==> src/sv/nod_pkg.sv <==
// shared constants for the note and octave detector
package nod_pkg;

	localparam int NOTE_COUNT = 12;
	localparam int RSHIFT     = 24;
	localparam int IDX_W      = 4;
	localparam int MULT_W     = 12;
	localparam int ERR_W      = 20;

	localparam logic [IDX_W-1:0] NOTE_FIRST = 4'd0;
	localparam logic [IDX_W-1:0] NOTE_LAST  = 4'd11;

	localparam logic signed [ERR_W-1:0] ERR_MAX = 20'sd524287;
	localparam logic signed [ERR_W-1:0] ERR_MIN = -20'sd524288;

	// C1 in tenths of a hertz: q = floor(f * 10 / 327)
	localparam int C1_DHZ = 327;

	// first-octave note frequencies in centihertz, C1 through B1
	localparam longint unsigned NOTE_CHZ [NOTE_COUNT] = '{
		64'd3270, 64'd3465, 64'd3671, 64'd3889,
		64'd4120, 64'd4365, 64'd4625, 64'd4900,
		64'd5191, 64'd5500, 64'd5827, 64'd6174
	};

endpackage

==> src/sv/nod_octave.sv <==
// octave multiplier stage: largest power of two not above f / 32.70
module nod_octave #(
	parameter int FREQ_BITS = 16
) (
	input  logic                 clk,
	input  logic                 arst_n,
	input  logic                 v_in,
	input  logic [FREQ_BITS-1:0] f_in,
	output logic                 v_out,
	output logic [FREQ_BITS-1:0] f_out,
	output logic [FREQ_BITS-5:0] m_out
);

	localparam int MW = FREQ_BITS - 4;
	localparam int TW = FREQ_BITS + 4;

	logic [TW-1:0] f10;
	logic [MW-1:0] ge;
	logic [MW-1:0] m_nxt;
	logic          v_s1;
	logic [FREQ_BITS-1:0] f_s1;
	logic [MW-1:0] m_s1;

	assign f10 = TW'({f_in, 3'b000}) + TW'({f_in, 1'b0});

	// thermometer of threshold hits, then keep its top bit
	always_comb begin
		for (int k = 0; k < MW; k++) begin
			ge[k] = (f10 >= (TW'(nod_pkg::C1_DHZ) << k));
		end
		m_nxt = ge & ~(ge >> 1);
	end

	always_ff @(posedge clk or negedge arst_n) begin
		if (!arst_n) begin
			v_s1 <= 1'b0;
		end else begin
			v_s1 <= v_in;
		end
	end

	always_ff @(posedge clk) begin
		f_s1 <= f_in;
		m_s1 <= m_nxt;
	end

	assign v_out = v_s1;
	assign f_out = f_s1;
	assign m_out = m_s1;

endmodule

==> config.mk <==
export PLATFORM = sky130hd
export DESIGN_NAME = nod_octave
export DESIGN_NICKNAME = d
export VERILOG_FILES = /design/src/sv/nod_pkg.sv /design/src/sv/nod_octave.sv
export SDC_FILE = /design/constraint.sdc
export NUM_CORES = 1
export LEC_CHECK = 0
export BUFFER_PORTS_ARGS = -buffer_cell sky130_fd_sc_hd__buf_2
export CAP_MARGIN = 30
export CORE_MARGIN = 5
export CORE_UTILIZATION = 36
export CTS_CLUSTER_SIZE = 14
export DETAILED_ROUTE_END_ITERATION = 10
export PLACE_DENSITY_LB_ADDON = 0.12
export SLEW_MARGIN = 20
export SYNTH_ARGS = -nofsm -noshare
export SYNTH_HDL_FRONTEND = slang
export SYNTH_SLANG_ARGS = --single-unit
==> constraint.sdc <==
create_clock -name clk -period 0.8 [get_ports clk]
set_input_delay 0.08 -clock clk [delete_from_list [all_inputs] [get_ports clk]]
set_output_delay 0.08 -clock clk [all_outputs]
set_load 0.01 [all_outputs]
==> Yosys cells after proc, flatten, opt, wreduce, memory -nomap -nowiden <==
Cells that the tools add are included.
{ "totals": {"ff_bits": 29, "in_bits": 19, "output_inout_bits": 29, "word_cells": 18} }
{ "classes": {"add_sub_neg": 1, "order_cmp": 12, "n_bitwise": 2} }
{ "ops": {"columns": ["cell", "n"], "rows": [
  ["19-bit by 17-bit adder with 20-bit output", 1],
  ["20-bit by 10-bit greater-or-equal comparator with 1-bit output, second input constant", 1],
  ["20-bit by 11-bit greater-or-equal comparator with 1-bit output, second input constant", 1],
  ["20-bit by 12-bit greater-or-equal comparator with 1-bit output, second input constant", 1],
  ["20-bit by 13-bit greater-or-equal comparator with 1-bit output, second input constant", 1],
  ["20-bit by 14-bit greater-or-equal comparator with 1-bit output, second input constant", 1],
  ["20-bit by 15-bit greater-or-equal comparator with 1-bit output, second input constant", 1],
  ["20-bit by 16-bit greater-or-equal comparator with 1-bit output, second input constant", 1],
  ["20-bit by 17-bit greater-or-equal comparator with 1-bit output, second input constant", 1],
  ["20-bit by 18-bit greater-or-equal comparator with 1-bit output, second input constant", 1],
  ["20-bit by 19-bit greater-or-equal comparator with 1-bit output, second input constant", 1],
  ["20-bit greater-or-equal comparator, second input constant", 1],
  ["20-bit by 9-bit greater-or-equal comparator with 1-bit output, second input constant", 1],
  ["12-bit bitwise AND", 1],
  ["11-bit inverter with 12-bit output", 1]
]} }

==> Longest topological paths before layout <==
Gate-level depths: netlist of run 1.
{ "depth": {"word_depth": 4, "depth_mapped": 11} }

==> Least setup slack after synthesis of run 1 <==
Ideal clock, no wire load.
{ "synth_path": {"path_type": "input to register", "start": "in f_in[6]", "end": "reg m_s1[8], in the netlist m_out[8]", "setup_ps": 127, "arrival_time_ps": 2327, "required_ps": 673, "setup_slack_ps": -1653, "stages": 10, "n_path_buf": 1, "cell_sequence": "ha_1 -> a21o_1 -> buf_6 -> a311oi_2 -> nor2_1 -> or4_4 -> a22oi_4 -> nor2_2 -> and3_1 -> or3_1"} }
{ "synth_between": {"elab_chain_len": 4} }
{ "synth_lines": {"columns": ["item", "line_no", "rtl"], "rows": [
  ["start: declaration", "nod_octave.sv:8", "input logic [FREQ_BITS-1:0] f_in,"],
  ["19-bit by 17-bit adder with 20-bit output (*)", "nod_octave.sv:24", "assign f10 = TW'({f_in, 3'b000}) + TW'({f_in, 1'b0});"],
  ["20-bit by 18-bit greater-or-equal comparator with 1-bit output", "nod_octave.sv:29", "ge[k] = (f10 >= (TW'(nod_pkg::C1_DHZ) << k));"],
  ["11-bit inverter with 12-bit output", "nod_octave.sv:31", "m_nxt = ge & ~(ge >> 1);"],
  ["12-bit bitwise AND (*)", "nod_octave.sv:31", null],
  ["named net m_nxt[8]", "nod_octave.sv:19", "logic [MW-1:0] m_nxt;"],
  ["end signal: assignment", "nod_octave.sv:44", "m_s1 <= m_nxt;"],
  ["end: declaration", "nod_octave.sv:22", "logic [MW-1:0] m_s1;"]
]} }
The timed path passes the listed nets; every way through them passes the cells marked *.

==> Final worst setup path of run 1 <==
Same ends and word-level chain as after synthesis.

==> results.yml, run 1 <==
route:
  drcViolationCount: 0
  route.vias.total: 2356
  ant_nets: 0
  detail_route.first_pass.iterations: 4
  vias_per_cell: 5.12
  drt_first_iter_violations: 56
  route.final.wire_length_um: 6360
  wl_per_cell_um: 13.8
synthesis:
  netlist_instances: 234
  synth_area_leaders: "dfxtp_1 (28%), ha_1 (8.6%), nand2_1 (4.3%)"
  synth_cell_type_count: 63
  yosys.area.top_type: "dfxtp_1"
  synth_nets: 268
  syn_area_um2: 2030
  syn_area_per_cell_um2: 8.66
  post_synth_edffs: 0
  synth_sequential_area_ratio_pct: 28.9
  yosys_warnings: 0
  synthArstFlopShare_pct: 3.45
  synthFlopType: "dfxtp_1"
  ys_ff_latch: 29
  synthDominantCellAreaShare_pct: 27.7
final_layout:
  final_common_cell: "buf_4"
  final_layout_size_suffix_gt1_share_pct: 56.4
  final_cell_mix: "buf_4 (83), buf_2 (34), dfxtp_1 (21), nand2_1 (20), buf_6 (20)"
  finalNetCount: 421
  fillers: 435
  utilization_pct: 69.2
  antenna_cells: 0
  areaGrowthSynthToFinish_pct: 86.9
worst_setup_path:
  required_ns: 0.96
  cp_data_arrival_time_ns: 2.32
  worstSetupStartpointType: "input pin"
  setup.worst_path.end_class: "flop"
  crit_path_max_fanout: 4
  cpMaxStageDelayCell: "or4_4"
  cp_slowest_stage_delay_ns: 0.52
  crit_type: "input pin to flop"
  crit_path_cell_trace: "buf_8 > ha_4 > a21o_1 > a311oi_2 > nor2_1 > or4_4 > a22oi_4 > nor2_2 > and3_1 > or3_1"
timing:
  grt_setup_unrepaired: "yes"
  finalCritPeriodShare_pct: 269
  fmaxAchievable_ghz: 0.464
  setup_ws_ns: -1.35
  fin_setup_tns_ns: -14.45
  maxSlewViolCount: 0
  finalHoldViolations: 0
  maxSlewHeadroom_pct: 74.4
  count_of_final_setup_violators: 13
  final.min_clock_period_ns: 2.15
  worst_slew_pin_slew_ns: 0.381
clock_network:
  cts.root.buffer_cell: "clkbuf_8"
  tritoncts: "done"
  clkSlewWorstSetupHoldPaths_ns: 0.07
  inserted_clock_buffers: 5
  cts_num_sinks: 29
  cts_htree_levels: 2
  clock_path_buffers: 2
grt:
  grt_max_degree: 11
  initial_antenna_violation_count: 0
  grt_usage_pct: 17.4
  grt_pass1_wl_um: 10400
  gr-total-overflow: 0
  number_of_global_route_vias_before_repair: 2311
power_and_ir_drop:
  power.density_nw_per_um2: 1610
  total_power_uw: 6090
  power.ir.vdd_worst_mv: 0.980
  cellLeakagePower_uw: 0.00165
run_status:
  violations: "negative setup slack"
  status: "complete, but fails checks"
worst_hold_path:
  hold_path_depth: 2
  type_of_the_worst_min_delay_path: "input pin to flop"
placed_design:
  buffer_ports.inserted: 47
  place.detailed.hpwl_um: 4690
  gp_congestion: 0.846
  place_worst_setup_slack_ns: -1.69
floorplan:
  core_region_area_um2: 5470
  die_area_um2: 7230
  ioPinCount: 48
  std_cell_rows: 27
  start_util_pct: 37.0
  die_w_um: 85.0
  die_y_um: 85.0
flow_run:
  cap_violations: 0
-- synth_stat cells (all sizes together) (5+ instances only) --
cell    number
o21ai       10
xnor2        5
nor3         8
nor2        17
a31oi        7
nand4        6
dfxtp       28
xor2         6
a21oi       15
nand2       23
ha          14
o211ai       5
inv          7
nand3       10
a21o         6
a211oi       7
-- flip-flops by register name, summed over array words and instances, names as in the netlist --
signal,flops
v_out,1
f_out,16
m_out,12
-- stage by stage --
step	cell area, um^2	hold slack [ns]	instances
after global routing	3790	0.00731	460
after floorplan	2180	-0.216	234
after detailed placement	3070	-0.145	427
after global placement	3070	-0.146	427
final	3790	0.0144	460
after CTS	3550	0.00573	453
-- power by group --
part | internal [uW] | total, uW | switching (uW)
Sequential | 1540 | 1560 | 21.7
Combinational | 1730 | 3310 | 1590
Clock | 600 | 1220 | 619
-- layer usage --
metal / wire, um / global-route usage (%)
met3: 254 / 3.40
met4: 113 / 5.90
met5: 0 / 0
met2: 3190 / 30.9
met1: 2800 / 20.8
-- what timing repair did --
item,in CTS,in global routing
hold buffers,12,0
endpoints found under the hold margin,12,0
pin swaps,23,18
buffers inserted,6,8
setup endpoints to repair,24,41
gates cloned,0,0
gates resized for setup,49,40
-- logic make-up after synthesis --
| logic type | Yosys count | synth area share (%) |
|---|---|---|
| fa+ha+maj | 15 | 9.63 |
| compound gates | 77 | 29.0 |
| flops | 29 | 28.9 |
| buf+inv | 14 | 3.15 |
| simple gates | 86 | 22.7 |
| mux | 2 | 0.988 |
| xor+xnor | 11 | 5.68 |
-- cell type report --
type                            count  area [um^2]  area share [%]
Tap cell                           72         90.1            2.38
Timing Repair Buffer              153         1200            31.6
Multi-Input combinational cell    191         1790            47.2
Clock buffer                        5         68.8            1.82
Sequential cell                    29          594            15.7
Inverter                            7         28.8           0.760
Clock inverter                      3         17.5           0.463
-- path summary, 6_finish.rpt --
path	start	to	slack (ns)
max in group asynchronous	arst_n	v_out$_DFF_PN0_	0.61
min in group asynchronous	arst_n	v_out$_DFF_PN0_	0.11
max	f_in[6]	m_out[8]$_DFF_P_	-1.35
min	f_in[12]	f_out[12]$_DFF_P_	0.01
-- worst max-delay path: cells and delay by family --
family | cells | cell delay, ns
adder cells (fa/ha/maj) | 1 | 0.23
AO/OA/AOI/OAI | 3 | 0.76
buffers and inverters | 1 | 0.11
AND/OR/NAND/NOR | 5 | 1.13
Power figures use the tool's default switching activity.
==> run 2: changes to the inputs <==
--- a/config.mk
+++ b/config.mk
@@ -12,6 +12,7 @@
 export CTS_CLUSTER_SIZE = 14
 export DETAILED_ROUTE_END_ITERATION = 10
 export PLACE_DENSITY_LB_ADDON = 0.12
+export SETUP_SLACK_MARGIN = 0.15
 export SLEW_MARGIN = 20
 export SYNTH_ARGS = -nofsm -noshare
 export SYNTH_HDL_FRONTEND = slang
==> run 2 against run 1 <==
Compared with the run above: sequential power about the same; the run still ends with negative setup slack left; non-clock buffer count decreased by 2; critical path type unchanged; routed wire length is 1.6% higher; highest routed layer unchanged; total power is 1.4% lower; setup slack got worse by 0.035 ns; clock power barely moved.
==> results.yml, run 2 (synthesis results as in run 1) <==
floorplan:
  core_region_area_um2: 5470
  die_area_um2: 7230
  start_util_pct: 37.0
  die_w_um: 85.0
  ioPinCount: 48
  std_cell_rows: 27
  die_y_um: 85.0
final_layout:
  largest_register_ff_count: 16
  final_layout_size_suffix_gt1_share_pct: 56.2
  multi_input_area_um2: 1770
  final_common_cell: "buf_4"
  finalInstanceArea_um2: 3720
  antenna_cells: 0
  fillers: 452
  areaGrowthSynthToFinish_pct: 83.5
  final_cell_mix: "buf_4 (87), buf_2 (35), dfxtp_1 (22), nand2_1 (21), buf_6 (16)"
  ff_latch_area_um2: 593
  finalNetCount: 419
timing:
  count_of_final_setup_violators: 13
  finalCritPeriodShare_pct: 274
  maxSlewViolCount: 0
  grt_setup_unrepaired: "yes"
  worst_slew_pin_slew_ns: 0.396
  setup_ws_ns: -1.39
  maxSlewHeadroom_pct: 73.4
  finalHoldViolations: 0
  final.min_clock_period_ns: 2.19
  fmaxAchievable_ghz: 0.457
clock_network:
  cts_htree_levels: 2
  hold_buffers: 10
  clock_path_buffers: 2
  clkSlewWorstSetupHoldPaths_ns: 0.07
  inserted_clock_buffers: 5
  tritoncts: "done"
  cts.root.buffer_cell: "clkbuf_8"
  cts_num_sinks: 29
flow_run:
  cap_violations: 0
route:
  wl_per_cell_um: 14.1
  detail_route.first_pass.iterations: 4
  drt_first_iter_violations: 83
  route.vias.total: 2339
  route.final.wire_length_um: 6460
  ant_nets: 0
  vias_per_cell: 5.11
  drcViolationCount: 0
grt:
  number_of_global_route_vias_before_repair: 2380
  grt_pass1_wl_um: 10800
  gr-total-overflow: 0
  grt_max_degree: 11
  initial_antenna_violation_count: 0
  grt_usage_pct: 18.1
worst_setup_path:
  crit_path_max_fanout: 4
  worstSetupStartpointType: "input pin"
  crit_type: "input pin to flop"
  cp_data_arrival_time_ns: 2.35
  setup.worst_path.end_class: "flop"
  required_ns: 0.96
run_status:
  violations: "negative setup slack"
  status: "complete, but fails checks"
placed_design:
  place_worst_setup_slack_ns: -1.69
  place.detailed.hpwl_um: 4690
  detailed_place.area_um2: 3070
  gp_congestion: 0.846
  buffer_ports.inserted: 47
power_and_ir_drop:
  power.ir.vdd_worst_mv: 0.956
  cellLeakagePower_uw: 0.00163
  power.density_nw_per_um2: 1620
worst_hold_path:
  type_of_the_worst_min_delay_path: "input pin to flop"
run 2: layout make-up:
cell class                 instances  share of cell area (%)
timing repair buffer             151                    31.0
clock inverter                     3                   0.471
inverter                           7                   0.707
tap                               72                    2.42
multi-input combinational        191                    47.6
clock buffer                       5                    1.85
sequential                        29                    15.9
run 2: metrics by stage:
| step | TNS, ns | std cells | total power (uW) | utilization, % | hold slack, ns |
|---|---|---|---|---|---|
| after floorplan | -15.47 | 234 | 3140 | - | -0.216 |
| after global placement | -18.67 | 427 | 4200 | 56.2 | -0.146 |
| after detailed placement | -18.99 | 427 | 4230 | 56.2 | -0.145 |
| after CTS | -14.30 | 457 | 5940 | 66.3 | -0.0182 |
| after global routing | -16.60 | 458 | 6420 | 67.9 | -0.00942 |
| final | -14.95 | 458 | 6010 | 67.9 | 0.00701 |
run 2: worst paths after layout:
kind | cells past startpoint | endpoint | slack, ns | startpoint
worst max-delay path | 10 | m_out[8]$_DFF_P_ | -1.39 | f_in[6]
worst min-delay path | 2 | f_out[0]$_DFF_P_ | 0.007 | f_in[0]
max in group asynchronous | 2 | v_out$_DFF_PN0_ | 0.61 | arst_n
min in group asynchronous | 2 | v_out$_DFF_PN0_ | 0.11 | arst_n
run 2: report_power, final:
part           total [uW]  switching [uW]  internal, uW  leakage [uW]
sequential           1560            19.3          1540      0.000245
combinational        3230            1570          1670       0.00134
clock                1220             619           600     0.0000439
total                6010            2210          3800       0.00163
run 2: what timing repair did:
item	in CTS	in global routing
setup endpoints to repair	41	41
endpoints found under the hold margin	11	1
buffers inserted	12	1
gates cloned	0	0
pin swaps	36	7
gates resized for setup	60	18
run 2: worst max-delay path, cell delays in order:
cell and delay, ns:
buf_8 0.10, ha_4 0.23, a21o_1 0.22, a311oi_2 0.38
nor2_1 0.11, or4_4 0.54, a22oi_4 0.20, nor2_2 0.07
and3_1 0.14, or3_1 0.29
run 2: metal layers:
metal  wire length, um  global-route usage (%)  part of all wire (%)
met5                 0                       0                     0
met4               127                    5.47                   2.0
met2              3290                    33.4                    51
met1              2790                    21.0                    43
met3               248                    3.40                   3.8
==> run 3: changes to the inputs <==
--- a/config.mk
+++ b/config.mk
@@ -6,11 +6,12 @@
 export NUM_CORES = 1
 export LEC_CHECK = 0
 export BUFFER_PORTS_ARGS = -buffer_cell sky130_fd_sc_hd__buf_2
-export CAP_MARGIN = 30
+export CAP_MARGIN = 25
 export CORE_MARGIN = 5
 export CORE_UTILIZATION = 36
 export CTS_CLUSTER_SIZE = 14
 export DETAILED_ROUTE_END_ITERATION = 10
+export GPL_ROUTABILITY_DRIVEN = 0
 export PLACE_DENSITY_LB_ADDON = 0.12
 export SETUP_SLACK_MARGIN = 0.15
 export SLEW_MARGIN = 20
==> constraint.sdc (replaced) <==
create_clock -name clk -period 1.92 [get_ports clk]
set_input_delay 0.192 -clock clk [delete_from_list [all_inputs] [get_ports clk]]
set_output_delay 0.192 -clock clk [all_outputs]
set_load 0.01 [all_outputs]
==> run 3 against run 2 <==
Compared with the run above: the run still ends with negative setup slack left; via count fell by 2.3%; global-route usage fell by 0.56 points; routed wire length fell by 4.9%; design area fell by 3.2%.
==> results.yml, run 3 (synthesis results as in run 1) <==
run_status:
  status: "complete, but fails checks"
  violations: "negative setup slack"
clock_network:
  cts_num_sinks: 29
  clkSlewWorstSetupHoldPaths_ns: 0.07
  cts.root.buffer_cell: "clkbuf_8"
  tritoncts: "done"
  cts_htree_levels: 2
  inserted_clock_buffers: 5
  clock_path_buffers: 2
timing:
  fin_setup_tns_ns: -2.97
  finalCritPeriodShare_pct: 118
  finalHoldViolations: 0
  fmaxAchievable_ghz: 0.440
  worst_slew_pin_slew_ns: 0.409
  setup_ws_ns: -0.352
  final.min_clock_period_ns: 2.27
  maxSlewHeadroom_pct: 72.7
  count_of_final_setup_violators: 11
  maxSlewViolCount: 0
  grt_setup_unrepaired: "yes"
worst_setup_path:
  cp_slowest_stage_delay_ns: 0.38
  worstSetupStartpointType: "input pin"
  crit_type: "input pin to flop"
  cpLargestDelayFamily: "compound AO/OA/AOI/OAI gates"
  setup.worst_path.end_class: "flop"
  cpMaxStageDelayCell: "fa_2"
  crit_path_cell_trace: "buf_8 > ha_4 > inv_2 > fa_2 > nor2b_4 > o31ai_4 > buf_6 > a31oi_4 > xor2_2 > buf_4 > nand3_2 > a31o_4 > a31oi_2 > a22oi_1"
  required_ns: 2.08
  cp.buffers_inverters: 4
  crit_path_max_fanout: 4
  cp_data_arrival_time_ns: 2.43
floorplan:
  ioPinCount: 48
  core_region_area_um2: 5470
  die_y_um: 85.0
  std_cell_rows: 27
  die_area_um2: 7230
  die_w_um: 85.0
  start_util_pct: 37.0
route:
  drcViolationCount: 0
  route.vias.total: 2285
  ant_nets: 0
  wl_per_cell_um: 13.7
  detail_route.first_pass.iterations: 4
  drt_first_iter_violations: 77
  route.final.wire_length_um: 6140
  vias_per_cell: 5.10
final_layout:
  final_layout_size_suffix_gt1_share_pct: 56.4
  final_cell_mix: "buf_4 (88), buf_2 (40), dfxtp_1 (28), nand2_1 (20)"
  utilization_pct: 65.8
  areaGrowthSynthToFinish_pct: 77.6
  antenna_cells: 0
  finalNetCount: 409
  largest_register_ff_count: 16
  final_common_cell: "buf_4"
grt:
  gr-total-overflow: 0
  grt_max_degree: 10
  initial_antenna_violation_count: 0
  grt_pass1_wl_um: 10700
  number_of_global_route_vias_before_repair: 2339
  grt_usage_pct: 17.5
power_and_ir_drop:
  power.ir.vdd_worst_mv: 0.309
  power.density_nw_per_um2: 706
  cellLeakagePower_uw: 0.00158
flow_run:
  cap_violations: 0
worst_hold_path:
  min_from: "f_in[6]"
  hold_path_depth: 1
  hold_path_sink: "f_out[6]$_DFF_P_"
  type_of_the_worst_min_delay_path: "input pin to flop"
placed_design:
  place.detailed.hpwl_um: 4530
  buffer_ports.inserted: 47
run 3: cell types whose count changed in the layout (fill, tap and decap cells not counted), moves of 5 or more:
cell	change
buf_2	+5
dfxtp_2	-6
dfxtp_1	+6
buf_6	-6
dlygate4sd3_1	-9
run 3: metal layers:
metal	routed length, um	global-route usage (%)	part of all wire, %
met1	2790	22.4	45
met4	82	4.32	1.3
met2	3010	30.4	49
met3	260	3.20	4.2
met5	0	0	0
run 3: stage by stage:
stage / worst slack (ns) / power [uW] / hold slack (ns) / std cells / cell area, um^2
after floorplan: -0.472 / 1310 / -0.104 / 234 / 2180
after global placement: -0.653 / 1740 / -0.0338 / 424 / 3050
after detailed placement: -0.720 / 1750 / -0.0317 / 424 / 3050
after CTS: -0.298 / 2480 / 0.00784 / 442 / 3490
after global routing: -0.459 / 2720 / 0.000568 / 448 / 3600
final: -0.352 / 2540 / 0.0168 / 448 / 3600
run 3: cell type report:
type                    count  area [um^2]
inverters                   7         26.3
clock buffers               7         96.3
fillers                   468         1870
repair buffers            141         1010
clock inverters             1         5.00
well taps                  72         90.1
multi-input cells         191         1780
flip-flops and latches     29          586
run 3: how the worst max path moves through the flow:
| stage | startpoint | to | slack [ns] | depth (start not counted) |
|---|---|---|---|---|
| 2_1_floorplan | f_in[8] | m_out[8]$_DFF_P_ | -0.47 | 10 |
| 3_3_place_gp | f_in[2] | m_out[8]$_DFF_P_ | -0.65 | 12 |
| 3_5_place_dp | f_in[3] | m_out[1]$_DFF_P_ | -0.72 | 10 |
| 4_1_cts | f_in[6] | m_out[9]$_DFF_P_ | -0.30 | 11 |
| 5_1_grt | f_in[2] | m_out[9]$_DFF_P_ | -0.46 | 14 |
| 6_report | f_in[2] | m_out[9]$_DFF_P_ | -0.35 | 14 |
run 3: repair_timing:
| item | CTS | global route |
|---|---|---|
| buffers inserted | 9 | 6 |
| endpoints found under the setup margin | 12 | 12 |
| resized for setup | 53 | 13 |
| hold endpoints to repair | 1 | 0 |
| hold buffers | 1 | 0 |
| pin swaps | 37 | 13 |
run 3: where the power goes:
| group | leakage (uW) | internal [uW] | total, uW | switching, uW |
|---|---|---|---|---|
| registers | 0.000244 | 640 | 647 | 7.05 |
| logic | 0.00129 | 675 | 1330 | 653 |
| clock network | 0.0000542 | 324 | 568 | 244 |
